===== config.mk =====
export PLATFORM = sky130hd
export DESIGN_NAME = url_percent_decoder_top
export DESIGN_NICKNAME = d
export VERILOG_FILES = /design/src/upd_pkg.sv /design/src/upd_front.sv /design/src/upd_queue.sv /design/src/upd_back.sv /design/src/url_percent_decoder_top.sv
export SDC_FILE = /design/constraint.sdc
export NUM_CORES = 1
export LEC_CHECK = 0
export BUFFER_PORTS_ARGS = -buffer_cell sky130_fd_sc_hd__buf_2
export CAP_MARGIN = 20
export CORE_MARGIN = 2
export CORE_UTILIZATION = 28
export CTS_CLUSTER_DIAMETER = 60
export DETAILED_ROUTE_END_ITERATION = 7
export PLACE_DENSITY = 0.47
export SETUP_SLACK_MARGIN = 0.02
export SYNTH_ARGS = -nofsm -noshare
export SYNTH_HDL_FRONTEND = slang
export SYNTH_HIERARCHICAL = 1
export SYNTH_SLANG_ARGS = --single-unit

===== constraint.sdc =====
create_clock -name clk -period 4.4 [get_ports clk]
set_clock_uncertainty 0.15 [all_clocks]
set_input_delay 0.88 -clock clk [delete_from_list [all_inputs] [get_ports clk]]
set_output_delay 0.88 -clock clk [all_outputs]
set_load 0.01 [all_outputs]

===== src/upd_pkg.sv =====
// Package for the URL percent decoder: character codes, queue sizing,
// the command type passed from front to back, and hex helpers. No dependencies.
package upd_pkg;

    localparam logic [7:0] CH_PLUS    = 8'h2B;
    localparam logic [7:0] CH_PERCENT = 8'h25;
    localparam logic [7:0] CH_SPACE   = 8'h20;
    localparam logic [7:0] CH_ZERO    = 8'h30;
    localparam logic [7:0] CH_NINE    = 8'h39;
    localparam logic [7:0] CH_UPPER_A = 8'h41;
    localparam logic [7:0] CH_UPPER_F = 8'h46;
    localparam logic [7:0] CH_LOWER_A = 8'h61;
    localparam logic [7:0] CH_LOWER_F = 8'h66;

    localparam int MAX_BYTES   = 3;
    localparam int QUEUE_DEPTH = 4;
    localparam int PTR_W       = $clog2(QUEUE_DEPTH);
    localparam int CNT_W       = $clog2(QUEUE_DEPTH + 1);
    localparam int IDX_W       = $clog2(MAX_BYTES);
    localparam int NUM_W       = $clog2(MAX_BYTES + 1);

    localparam logic [1:0] HELD_NONE    = 2'd0;
    localparam logic [1:0] HELD_PERCENT = 2'd1;
    localparam logic [1:0] HELD_DIGIT   = 2'd2;

    typedef struct packed {
        logic [NUM_W-1:0]          num;
        logic [MAX_BYTES-1:0][7:0] bytes;
        logic                      last;
    } cmd_t;

    typedef struct packed {
        logic empty;
        cmd_t head;
    } queue_status_t;

    function automatic logic is_hex(input logic [7:0] c);
        return ((c >= CH_ZERO) && (c <= CH_NINE)) ||
               ((c >= CH_UPPER_A) && (c <= CH_UPPER_F)) ||
               ((c >= CH_LOWER_A) && (c <= CH_LOWER_F));
    endfunction

    function automatic logic [3:0] hex_nibble(input logic [7:0] c);
        logic [3:0] v;
        if (c <= CH_NINE)
            v = c[3:0];
        else
            v = c[3:0] + 4'd9;
        return v;
    endfunction

endpackage


===== src/upd_front.sv =====
// Front end of the URL percent decoder: classifies each input byte, tracks
// the held percent and digit, and pushes output commands. Uses upd_pkg.
module upd_front
(
    input  logic          clk,
    input  logic          rst_n,
    input  logic          in_valid,
    output logic          in_ready,
    input  logic [7:0]    in_byte,
    input  logic          in_last,
    input  logic          queue_full,
    output logic          push,
    output upd_pkg::cmd_t cmd
);
    import upd_pkg::*;

    logic [1:0] held_count_reg, held_count_next;
    logic [7:0] held_digit_reg, held_digit_next;
    logic       accept;
    logic       b_hex;
    logic       do_fresh;
    logic       f_emit;
    logic [7:0] f_byte;
    logic [1:0] f_held;

    assign in_ready = !queue_full;
    assign accept   = in_valid && in_ready;
    assign b_hex    = is_hex(in_byte);

    always_comb
    begin
        f_emit = 1'b1;
        f_byte = in_byte;
        f_held = HELD_NONE;
        if (in_byte == CH_PERCENT)
        begin
            if (!in_last)
            begin
                f_emit = 1'b0;
                f_held = HELD_PERCENT;
            end
        end
        else if (in_byte == CH_PLUS)
        begin
            f_byte = CH_SPACE;
        end
    end

    always_comb
    begin
        cmd             = '0;
        cmd.last        = in_last;
        do_fresh        = 1'b0;
        held_count_next = HELD_NONE;
        held_digit_next = held_digit_reg;
        unique case (held_count_reg)
            HELD_PERCENT:
            begin
                if (b_hex && !in_last)
                begin
                    held_count_next = HELD_DIGIT;
                    held_digit_next = in_byte;
                end
                else
                begin
                    cmd.bytes[0] = CH_PERCENT;
                    cmd.num      = NUM_W'(1);
                    do_fresh     = 1'b1;
                end
            end
            HELD_DIGIT:
            begin
                held_digit_next = '0;
                if (b_hex)
                begin
                    cmd.bytes[0] = {hex_nibble(held_digit_reg), hex_nibble(in_byte)};
                    cmd.num      = NUM_W'(1);
                end
                else
                begin
                    cmd.bytes[0] = CH_PERCENT;
                    cmd.bytes[1] = held_digit_reg;
                    cmd.num      = NUM_W'(2);
                    do_fresh     = 1'b1;
                end
            end
            default:
            begin
                do_fresh = 1'b1;
            end
        endcase
        if (do_fresh)
        begin
            held_count_next = f_held;
            if (f_emit)
            begin
                cmd.bytes[cmd.num[IDX_W-1:0]] = f_byte;
                cmd.num = cmd.num + NUM_W'(1);
            end
        end
    end

    assign push = accept && (cmd.num != '0);

    always_ff @(posedge clk or negedge rst_n)
    begin
        if (!rst_n)
        begin
            held_count_reg <= HELD_NONE;
            held_digit_reg <= '0;
        end
        else if (accept)
        begin
            held_count_reg <= held_count_next;
            held_digit_reg <= held_digit_next;
        end
    end

endmodule


===== src/upd_queue.sv =====
// Short command queue between the decoder front and back ends.
// Uses upd_pkg for the command type and depth.
module upd_queue
(
    input  logic                   clk,
    input  logic                   rst_n,
    input  logic                   push,
    input  upd_pkg::cmd_t          push_cmd,
    input  logic                   pop,
    output logic                   full,
    output upd_pkg::queue_status_t status
);
    import upd_pkg::*;

    cmd_t             entries_reg [QUEUE_DEPTH];
    logic [PTR_W-1:0] wr_ptr_reg;
    logic [PTR_W-1:0] rd_ptr_reg;
    logic [CNT_W-1:0] count_reg;
    logic             do_pop;

    assign full         = (count_reg == CNT_W'(QUEUE_DEPTH));
    assign status.empty = (count_reg == '0);
    assign status.head  = entries_reg[rd_ptr_reg];
    assign do_pop       = pop && !status.empty;

    always_ff @(posedge clk)
    begin
        if (push)
            entries_reg[wr_ptr_reg] <= push_cmd;
    end

    always_ff @(posedge clk or negedge rst_n)
    begin
        if (!rst_n)
        begin
            wr_ptr_reg <= '0;
            rd_ptr_reg <= '0;
            count_reg  <= '0;
        end
        else
        begin
            if (push)
                wr_ptr_reg <= wr_ptr_reg + PTR_W'(1);
            if (do_pop)
                rd_ptr_reg <= rd_ptr_reg + PTR_W'(1);
            if (push && !do_pop)
                count_reg <= count_reg + CNT_W'(1);
            else if (!push && do_pop)
                count_reg <= count_reg - CNT_W'(1);
        end
    end

endmodule


===== src/upd_back.sv =====
// Back end of the URL percent decoder: walks the bytes of the head command
// into the output register, one per cycle while out_ready does not stall it. Uses upd_pkg.
module upd_back
(
    input  logic                   clk,
    input  logic                   rst_n,
    input  upd_pkg::queue_status_t status,
    output logic                   pop,
    output logic                   out_valid,
    input  logic                   out_ready,
    output logic [7:0]             out_byte,
    output logic                   out_last
);
    import upd_pkg::*;

    logic [IDX_W-1:0] idx_reg;
    logic             out_valid_reg;
    logic [7:0]       out_byte_reg;
    logic             out_last_reg;
    logic             load;
    logic             final_byte;

    assign load       = !out_valid_reg || out_ready;
    assign final_byte = (NUM_W'(idx_reg) + NUM_W'(1)) == status.head.num;
    assign pop        = load && !status.empty && final_byte;

    assign out_valid = out_valid_reg;
    assign out_byte  = out_byte_reg;
    assign out_last  = out_last_reg;

    always_ff @(posedge clk)
    begin
        if (load && !status.empty)
        begin
            out_byte_reg <= status.head.bytes[idx_reg];
            out_last_reg <= status.head.last && final_byte;
        end
    end

    always_ff @(posedge clk or negedge rst_n)
    begin
        if (!rst_n)
        begin
            out_valid_reg <= 1'b0;
            idx_reg       <= '0;
        end
        else if (load)
        begin
            out_valid_reg <= !status.empty;
            if (!status.empty)
            begin
                if (final_byte)
                    idx_reg <= '0;
                else
                    idx_reg <= idx_reg + IDX_W'(1);
            end
        end
    end

endmodule


===== src/url_percent_decoder_top.sv =====
// Path: an accepted input byte's command is written into a queue entry, then its first
// output byte is loaded into the output register and offered on m_tdata.
// Throughput: one input byte per cycle while each byte yields at most one
// output byte and m_tready is high; the output register drains one byte per cycle
// while m_tready is high; two- and three-byte flushes back up the four-entry queue.
// Reset: rst_n asynchronous, active low; clears held state, queue and output.
// Top level of the URL percent decoder; uses upd_pkg, upd_front, upd_queue, upd_back.
module url_percent_decoder_top
(
    input  logic       clk,
    input  logic       rst_n,
    input  logic       s_tvalid,
    output logic       s_tready,
    input  logic [7:0] s_tdata,   // [7:0] in_byte
    input  logic       s_tlast,   // in_last
    output logic       m_tvalid,
    input  logic       m_tready,
    output logic [7:0] m_tdata,   // [7:0] out_byte
    output logic       m_tlast    // out_last
);
    import upd_pkg::*;

    cmd_t          cmd;
    logic          push;
    logic          pop;
    logic          queue_full;
    queue_status_t status;

    upd_front u_front
    (
        .clk        (clk),
        .rst_n      (rst_n),
        .in_valid   (s_tvalid),
        .in_ready   (s_tready),
        .in_byte    (s_tdata),
        .in_last    (s_tlast),
        .queue_full (queue_full),
        .push       (push),
        .cmd        (cmd)
    );

    upd_queue u_queue
    (
        .clk      (clk),
        .rst_n    (rst_n),
        .push     (push),
        .push_cmd (cmd),
        .pop      (pop),
        .full     (queue_full),
        .status   (status)
    );

    upd_back u_back
    (
        .clk       (clk),
        .rst_n     (rst_n),
        .status    (status),
        .pop       (pop),
        .out_valid (m_tvalid),
        .out_ready (m_tready),
        .out_byte  (m_tdata),
        .out_last  (m_tlast)
    );

endmodule


==> impl_metrics.toml, run 1 <==
[run_status]
run_status = "complete, no violations"

[timing]
finalSetupViolCount = 0
report.final.slew_viol_count = 0
grt_setup_unrepaired = "no"
min_period_ns = 4.016
fmax_mhz = 249.0
fin_crit_sh_pct = 91.28
hold_viol_final = 0
setup_ws_ns = 0.3837
relSlewSlack_pct = 33.46
worst_slew_pin_slew_ns = 0.9960

[cells_and_area]
drive_above_1_share_pct = 26.40
nets = 499
fill_cells = 2224
largest_register_ffs = 108
antenna_cells = 0
syn2layout_area_growth_pct = 17.46
fin_area_um2 = 7523

[place]
portBuffers = 23
dp_slack_ns = -0.02128
place_area_um2 = 6987
dpl.hpwl_um = 9308
gp_congestion = 0.8828

[route]
wire_per_inst_um = 18.63
drc = 0
totalWireLength_um = 14270
drt_iter0_markers = 216
vias = 3742
postRouteAntennaNets = 0
first_pass_iters = 5
viasPerCell = 4.885

[global_routing]
grt_start_max_net_pins = 28
antenna_found_initial = 0
grt_util_all_layers_pct = 12.62
gr-total-overflow = 0
grt_pass1_wl_um = 22650
grt_pass1_vias = 3813

[flow_run]
drv_cap = 0

[floorplan]
num_io_pins = 24
core.rowCount = 55
coreArea_um2 = 22570
die_w_um = 155.2
die_area_um2 = 24100
die_y_um = 155.2
initial_core_util_pct = 28.38

[setup_path]
r2r-start = "u_front/held_count_reg[0]"
reg2reg_slack_ns = 0.86
cp.arrival_ns = 4.16
cp.required_ns = 4.54
cp-start-kind = "input port"
endpoint_kind = "register"
worst_r2r_path_depth = 12
rr_endpoint = "u_queue/count_reg[1]"
path_class = "in2reg"
path_max_fanout = 4

[worst_hold_path]
hold_class = "in2async"

[synthesis]
synth-edff-count = 117
synth_fp_nets = 453
synthDistinctLibCells = 65
synthArstFlopShare_pct = 14.60
synth_flop_cell = "edfxtp_1"
synth_warnings = 6
synth_seq_cells = 137
avgSynthCellArea_um2 = 15.18
syn_area_um2 = 6405
yosysSeqAreaShare_pct = 62.67
synth_cells = 422

[clocking]
htree_levels = 4
cts_buffers = 17
clock_sink_count = 137
clk_path_buf_depth = 2
cts_hold_buf = 0
cts_setup_buffers = 0
insertion_delay_ns = 0.42
cts_root_buffer = "clkbuf_16"
cts_tree = "done"
cts_resized = 0
clkTransAtPathRegs_ns = 0.06

[pwr]
p_leak_nw = 2.715
irDropWorstVdd_uv = 215.8
pwr_density_cell_nw_per_um2 = 579.5
synthesized netlist by cell type (10+ instances only):
cell / n / area share (%)
nand3_1: 15 / 1.2
dfrtp_1: 20 / 7.8
nor3_1: 10 / 0.78
mux4_2: 26 / 9.1
nand2_1: 28 / 1.6
a21oi_1: 13 / 1.0
edfxtp_1: 117 / 55
mux2i_1: 11 / 1.7
ha_1: 17 / 3.3
inv_1: 18 / 1.1
nor2_1: 11 / 0.64
worst max-delay path by stage:
stage               startpoint              endpoint  slack (ns)
global route        s_tdata[4]  u_queue/count_reg[2]        0.19
detailed placement  s_tdata[4]  u_queue/count_reg[1]       -0.02
CTS                 s_tdata[4]  u_queue/count_reg[1]        0.40
finish              s_tdata[4]  u_queue/count_reg[1]        0.38
floorplan           s_tdata[3]  u_queue/count_reg[2]        0.05
global placement    s_tdata[4]  u_queue/count_reg[1]        0.07
worst max-delay path, stage by stage:
cell	delay, ns
buf_2	0.10
or4b_4	0.53
nor3_1	0.38
or2_2	0.20
nand2_1	0.07
a21o_1	0.23
ha_1	0.32
nor4b_1	0.37
nor4_2	0.11
ha_1	0.22
inv_1	0.07
fa_1	0.40
mux2_2	0.27
metrics by stage:
step / total power (W) / util (%) / hold slack, ns / setup TNS, ns / std cells
6_report: 0.004360 / 33.33 / 0.2851 / 0 / 766
5_1_grt: 0.004613 / 33.33 / 0.3039 / 0 / 766
4_1_cts: 0.004431 / 33.33 / 0.2861 / 0 / 766
3_5_place_dp: 0.003140 / 30.95 / 0.3244 / -0.02128 / 734
3_3_place_gp: 0.003111 / 30.95 / 0.3153 / 0 / 734
2_1_floorplan: 0.002742 / - / 0.2971 / 0 / 422
layout make-up:
type / count / area, um2 / area share (%)
Sequential cell: 137 / 4015 / 53.37
Tap cell: 285 / 356.6 / 4.740
Timing Repair Buffer: 48 / 352.8 / 4.690
Clock buffer: 18 / 429.2 / 5.704
Clock inverter: 14 / 107.6 / 1.430
Multi-Input combinational cell: 246 / 2195 / 29.17
Inverter: 18 / 67.56 / 0.8981
per-layer routing:
layer | track usage [%] | part of all wire, %
met1 | 17.68 | 48
met2 | 19.56 | 46
met3 | 2.507 | 4.0
met4 | 4.631 | 1.6
met5 | 0 | 0
logic make-up after synthesis:
kind of cell | Yosys count | synth area share (%)
flip-flops | 137 | 62.67
AND/OR/NAND/NOR | 107 | 9.064
AO/OA/AOI/OAI | 63 | 6.681
multiplexers | 47 | 13.21
buffers and inverters | 39 | 3.243
adder cells (fa/ha/maj) | 18 | 3.633
XOR/XNOR | 11 | 1.504
power breakdown:
part	switching, W	total [W]	internal, W
combinational	0.000656	0.00122	0.000566
sequential	0.0000923	0.00185	0.00176
clock	0.000524	0.00129	0.000767
cell usage in the layout, fill, tap and decap left out, types with 4 or more instances in the layout:
cell type	netlist	final
clkinv_2	0	5
xnor2_1	6	6
buf_12	1	4
mux2i_1	11	11
nor3_1	10	10
a21oi_1	13	13
mux4_2	26	26
o21ai_1	8	8
nand3_1	15	15
o21ai_0	7	7
inv_1	18	18
buf_4	2	21
and2_2	0	4
clkbuf_16	0	17
dfrtp_1	20	19
xor2_1	5	5
nor2_1	11	11
mux2_4	6	6
nor2b_1	8	8
nand2_1	28	28
and3_1	7	7
o31ai_1	5	5
buf_2	5	23
edfxtp_1	117	117
ha_1	17	17
Power figures use the tool's default switching activity.
==> run 2, diff against run 1 <==
--- a/config.mk
+++ b/config.mk
@@ -7,11 +7,11 @@
 export LEC_CHECK = 0
 export BUFFER_PORTS_ARGS = -buffer_cell sky130_fd_sc_hd__buf_2
 export CAP_MARGIN = 20
-export CORE_MARGIN = 2
-export CORE_UTILIZATION = 28
+export CORE_MARGIN = 10
+export CORE_UTILIZATION = 25
 export CTS_CLUSTER_DIAMETER = 60
 export DETAILED_ROUTE_END_ITERATION = 7
-export PLACE_DENSITY = 0.47
+export PLACE_DENSITY = 0.44
 export SETUP_SLACK_MARGIN = 0.02
 export SYNTH_ARGS = -nofsm -noshare
 export SYNTH_HDL_FRONTEND = slang
==> run 2 against run 1 <==
Against the previous run: global-route usage shrank 3.3 points; critical path depth stayed put; power up 0.95%; first-iteration DRC count up 5.1%; critical path type unchanged; critical endpoint unchanged; highest routed layer unchanged.
==> impl_metrics.toml, run 2 (synthesis results as in run 1) <==
[route]
wirelength_met1_um = 7615
vias = 3677
drc = 0
wire_per_inst_um = 18.34
totalWireLength_um = 14900
drt_iter0_markers = 227
wl_met2_um = 6642
wl_met3_um = 494
first_pass_iters = 4
viasPerCell = 4.528
topRoutingLayerUsed = "met4"
postRouteAntennaNets = 0

[setup_path]
path_max_fanout = 4
endpoint_kind = "register"
cpMostUsedCell = "ha_1"
path_class = "in2reg"
cp.arrival_ns = 4.19
cp-start-kind = "input port"
cp.required_ns = 4.55
reg2reg_slack_ns = 0.79
slowest_delay_ns = 0.54
cp_cell_sequence = "buf_2 -> or4b_4 -> nor3_1 -> or2_2 -> nand2_1 -> a21o_1 -> ha_1 -> nor4b_1 -> nor4_2 -> ha_1 -> inv_1 -> fa_1 -> mux2_2"
cp_slowest_cell = "or4b_4"

[run_status]
run_status = "complete, no violations"

[pwr]
irDropWorstVdd_uv = 254.4
pwr_density_cell_nw_per_um2 = 578.7
p_leak_nw = 2.714
finalPower_w = 0.004401

[clocking]
clk_path_buf_depth = 2
cts_tree = "done"
cts_hold_buf = 0
clock_sink_count = 137
cts_root_buffer = "clkbuf_16"
cts_buffers = 17
cts_resized = 0
htree_levels = 4
clkTransAtPathRegs_ns = 0.06
insertion_delay_ns = 0.41
cts_setup_buffers = 0

[place]
dpl.hpwl_um = 10160
dpl.cell_count = 780
portBuffers = 23
gp_congestion = 0.8306
dp_slack_ns = -0.03115

[cells_and_area]
nets = 500
final_cell_mix = "117 x edfxtp_1, 28 x nand2_1, 26 x mux4_2, 23 x buf_2, 22 x buf_4"
post-route-util_pct = 30.20
largest_register_ffs = 108
syn2layout_area_growth_pct = 18.73
drive_above_1_share_pct = 26.97
antenna_cells = 0
final_common_cell = "edfxtp_1"
fin_cells = 812

[timing]
relSlewSlack_pct = 47.05
min_period_ns = 4.041
grt_setup_unrepaired = "no"
fin_crit_sh_pct = 91.84
worst_slew_pin_slew_ns = 0.7927
finalSetupViolCount = 0
setup_ws_ns = 0.3591
setup_tns_ns = 0
hold_viol_final = 0
report.final.slew_viol_count = 0
fmax_mhz = 247.5

[floorplan]
core.rowCount = 58
die_area_um2 = 32420
die_w_um = 180.1
coreArea_um2 = 25180
num_io_pins = 24
initial_core_util_pct = 25.43
die_y_um = 180.1

[global_routing]
grt_util_all_layers_pct = 9.365
grt_pass1_vias = 3861
grt_pass1_wl_um = 23360
grt_start_max_net_pins = 28
antenna_found_initial = 0
gr-total-overflow = 0

[worst_hold_path]
hold_class = "in2async"

[flow_run]
drv_cap = 0
[run 2: power breakdown]
group | switching (W) | internal [W]
logic | 0.000656 | 0.000569
clock network | 0.000531 | 0.000774
registers | 0.000116 | 0.00175
[run 2: routing by layer]
metal | vias up | track usage [%]
li1 | 1731 | -
met1 | 1861 | 12.89
met2 | 72 | 14.11
met3 | 13 | 2.229
met4 | 0 | 3.150
met5 | - | 0
[run 2: worst max-delay path, delay by kind of cell]
kind / cells / cell delay [ns]
adders and majority gates: 3 / 0.95
AOI/OAI and AO/OA: 1 / 0.24
and+or+nand+nor: 6 / 1.66
muxes: 1 / 0.27
buffers and inverters: 2 / 0.18
[run 2: final cells by class]
class / instances / area, um2
flip-flops and latches: 137 / 4015
inverters: 18 / 67.56
repair buffers: 49 / 360.3
clock buffers: 17 / 425.4
fillers: 2500 / 17580
well taps: 330 / 412.9
multi-input cells: 246 / 2195
clock inverters: 15 / 128.9
[run 2: through the flow]
| stage | hold WS, ns | cell area (um2) |
|---|---|---|
| 2_1_floorplan | 0.2971 | 6416 |
| 3_3_place_gp | 0.3162 | 7051 |
| 3_5_place_dp | 0.3357 | 7051 |
| 4_1_cts | 0.3025 | 7605 |
| 5_1_grt | 0.3254 | 7605 |
| 6_report | 0.2972 | 7605 |
[run 2: final timing paths]
kind / start / endpoint / depth (start not counted)
min in group clk: u_queue/count_reg[2] / u_queue/count_reg[2] / 1
worst max register to register: u_front/held_count_reg[0] / u_queue/count_reg[1] / 12
worst min register to register: u_queue/count_reg[2] / u_queue/count_reg[2] / 1
max in group asynchronous: rst_n / u_queue/rd_ptr_reg[0] / 1
worst min-delay path: rst_n / u_back/out_valid / 1
worst max-delay path: s_tdata[4] / u_queue/count_reg[1] / 13
==> run 3, diff against run 2 <==
--- a/config.mk
+++ b/config.mk
@@ -5,6 +5,7 @@
 export SDC_FILE = /design/constraint.sdc
 export NUM_CORES = 1
 export LEC_CHECK = 0
+export ABC_AREA = 1
 export BUFFER_PORTS_ARGS = -buffer_cell sky130_fd_sc_hd__buf_2
 export CAP_MARGIN = 20
 export CORE_MARGIN = 10
@@ -13,6 +14,7 @@
 export DETAILED_ROUTE_END_ITERATION = 7
 export PLACE_DENSITY = 0.44
 export SETUP_SLACK_MARGIN = 0.02
+export SLEW_MARGIN = 40
 export SYNTH_ARGS = -nofsm -noshare
 export SYNTH_HDL_FRONTEND = slang
 export SYNTH_HIERARCHICAL = 1
==> run 3 against run 2 <==
Against the previous run: count of clock-buffer cells in the layout up 1; sequential cell count did not move; clock power about the same; critical path depth rose by 9; cell count grew 28%; critical endpoint is now u_queue/count_reg[2]; largest cell class unchanged.
==> impl_metrics.toml, run 3 <==
[synthesis]
syn_area_um2 = 6819
synthDistinctLibCells = 36
yosysMostFrequentCell = "nand2_1"
synthArstFlopShare_pct = 14.60
synth_cells = 664
synth_warnings = 6
synth_fp_nets = 695
avgSynthCellArea_um2 = 10.27
synth_top_area_cell = "edfxtp_1"
synth_flop_cell = "edfxtp_1"
synth_area_leaders = "edfxtp_1 52%, nand2_1 8.2%, dfrtp_1 7.3%"
synth_top_area_share_pct = 51.52
synthTopCellsByCount = "149 x nand2_1, 117 x edfxtp_1, 115 x inv_1"
synth_seq_cells = 137
synth-edff-count = 117
yosysSeqAreaShare_pct = 58.86

[place]
portBuffers = 23
gp_congestion = 0.7862
dp_slack_ns = 0.3664
dpl.hpwl_um = 10720
dpl.cell_count = 1010

[setup_path]
cp_cell_sequence = "buf_2 -> inv_1 -> ha_1 -> nand3_2 -> nand3_2 -> nand3_2 -> nand2_2 -> nand2_1 -> nand2_1 -> inv_1 -> ha_1 -> nand2_1 -> o21ai_0 -> nand2_1 -> a21oi_1 -> ha_1 -> inv_1 -> fa_1 -> nand2_1 -> nand3_1 -> nand2_1 -> nand2_1"
cp-start-kind = "input port"
endpoint_kind = "register"
path_class = "in2reg"
cpMostUsedCell = "nand2_1"
path_delay_family = "adder cells"
cp.arrival_ns = 3.75
cp.required_ns = 4.56
crit_buf_inv = 4
slowest_delay_ns = 0.38
cp_slowest_cell = "fa_1"
path_max_fanout = 6

[cells_and_area]
drive_above_1_share_pct = 15.69
final_cell_mix = "149 x nand2_1, 117 x edfxtp_1, 115 x inv_1, 45 x o211ai_1, 39 x nor2_1"
syn2layout_area_growth_pct = 15.08
largest_register_ffs = 108
nets = 719
fin_cells = 1042
final_common_cell = "nand2_1"
antenna_cells = 0

[timing]
relSlewSlack_pct = 55.70
setup_tns_ns = 0
fmax_mhz = 278.8
report.final.slew_viol_count = 0
grt_setup_unrepaired = "no"
fin_crit_sh_pct = 81.53
hold_viol_final = 0
setup_ws_ns = 0.8126
min_period_ns = 3.587
finalSetupViolCount = 0
worst_slew_pin_slew_ns = 0.6645

[route]
first_pass_iters = 4
vias = 4427
drt_iter0_markers = 251
totalWireLength_um = 15660
postRouteAntennaNets = 0
viasPerCell = 4.249
wire_per_inst_um = 15.03
drc = 0

[floorplan]
die_w_um = 185.2
core.rowCount = 60
die_area_um2 = 34280
initial_core_util_pct = 25.37
num_io_pins = 24
die_y_um = 185.2
coreArea_um2 = 26880

[clocking]
clock_sink_count = 137
cts_setup_buffers = 0
cts_buffers = 17
insertion_delay_ns = 0.42
cts_resized = 0
cts_tree = "done"
clkTransAtPathRegs_ns = 0.06
clk_path_buf_depth = 2
cts_root_buffer = "clkbuf_16"
htree_levels = 4
cts_hold_buf = 0

[global_routing]
antenna_found_initial = 0
grt_pass1_wl_um = 25050
grt_util_all_layers_pct = 9.597
gr-total-overflow = 0
grt_start_max_net_pins = 62
grt_pass1_vias = 4319

[flow_run]
drv_cap = 0

[pwr]
p_leak_nw = 3.367
pwr_density_cell_nw_per_um2 = 612.5
irDropWorstVdd_uv = 235.2

[worst_hold_path]
hold_class = "in2async"

[run_status]
run_status = "complete, no violations"
==> run 3: cell types whose count changed in the layout (fill, tap and decap cells not counted), sizes merged, moves of 27 or more <==
cell and delta:
nor2 +29, inv +108, nand3 +27, nand2 +134, mux4 -27, o211ai +54
==> run 3: cell families after synthesis <==
group / count (synthesis) / share of synthesized area [%]
buffers and inverters: 152 / 9.596
AOI/OAI and AO/OA: 96 / 10.66
xor gates and xnor gates: 9 / 1.156
DFF: 137 / 58.86
adders and majority gates: 18 / 3.413
and+or+nand+nor: 252 / 16.31
==> run 3: routing by layer <==
layer	up-vias	global-route usage (%)	wire, um
li1	2262	-	-
met1	2087	13.12	7985
met2	63	14.55	6961
met3	15	2.390	551
met4	0	2.926	166
met5	-	0	0
==> run 3: cell type report <==
cell class / count / area (um2)
tap: 341 / 426.7
inverter: 125 / 473.0
fill: 2811 / 19030
clock inverter: 14 / 120.1
timing repair buffer: 32 / 232.7
sequential: 137 / 4015
clock buffer: 18 / 429.2
multi-input combinational: 375 / 2151
==> run 3: path summary, 6_finish.rpt <==
path	start	to	slack [ns]	cells past startpoint
worst max-delay path	s_tdata[1]	u_queue/count_reg[2]	0.81	22
worst min-delay path	rst_n	u_front/held_digit_reg[2]	0.28	1
worst max register to register	u_front/held_count_reg[0]	u_queue/count_reg[2]	1.07	19
worst min register to register	u_queue/count_reg[2]	u_queue/count_reg[2]	0.33	2
max in group asynchronous	rst_n	u_back/idx_reg[1]	3.45	1
min in group clk	u_queue/count_reg[2]	u_queue/count_reg[2]	0.33	2
==> run 3: stage by stage <==
step / cell area [um2] / hold slack (ns) / power (W) / util, %
after floorplan: 6819 / 0.2917 / 0.003059 / -
after global placement: 7297 / 0.3194 / 0.003539 / 27.15
after detailed placement: 7298 / 0.3115 / 0.003536 / 27.16
after CTS: 7848 / 0.2830 / 0.004894 / 29.20
after global routing: 7848 / 0.3008 / 0.005173 / 29.20
final: 7848 / 0.2782 / 0.004807 / 29.20
==> run 3: where the power goes <==
| group | internal [W] | total (W) | leakage [nW] | switching (W) |
|---|---|---|---|---|
| registers | 0.00177 | 0.00194 | 1.32 | 0.000168 |
| logic | 0.000508 | 0.00153 | 1.78 | 0.00102 |
| clock network | 0.000778 | 0.00134 | 0.265 | 0.000565 |
| total | 0.00306 | 0.00481 | 3.37 | 0.00175 |
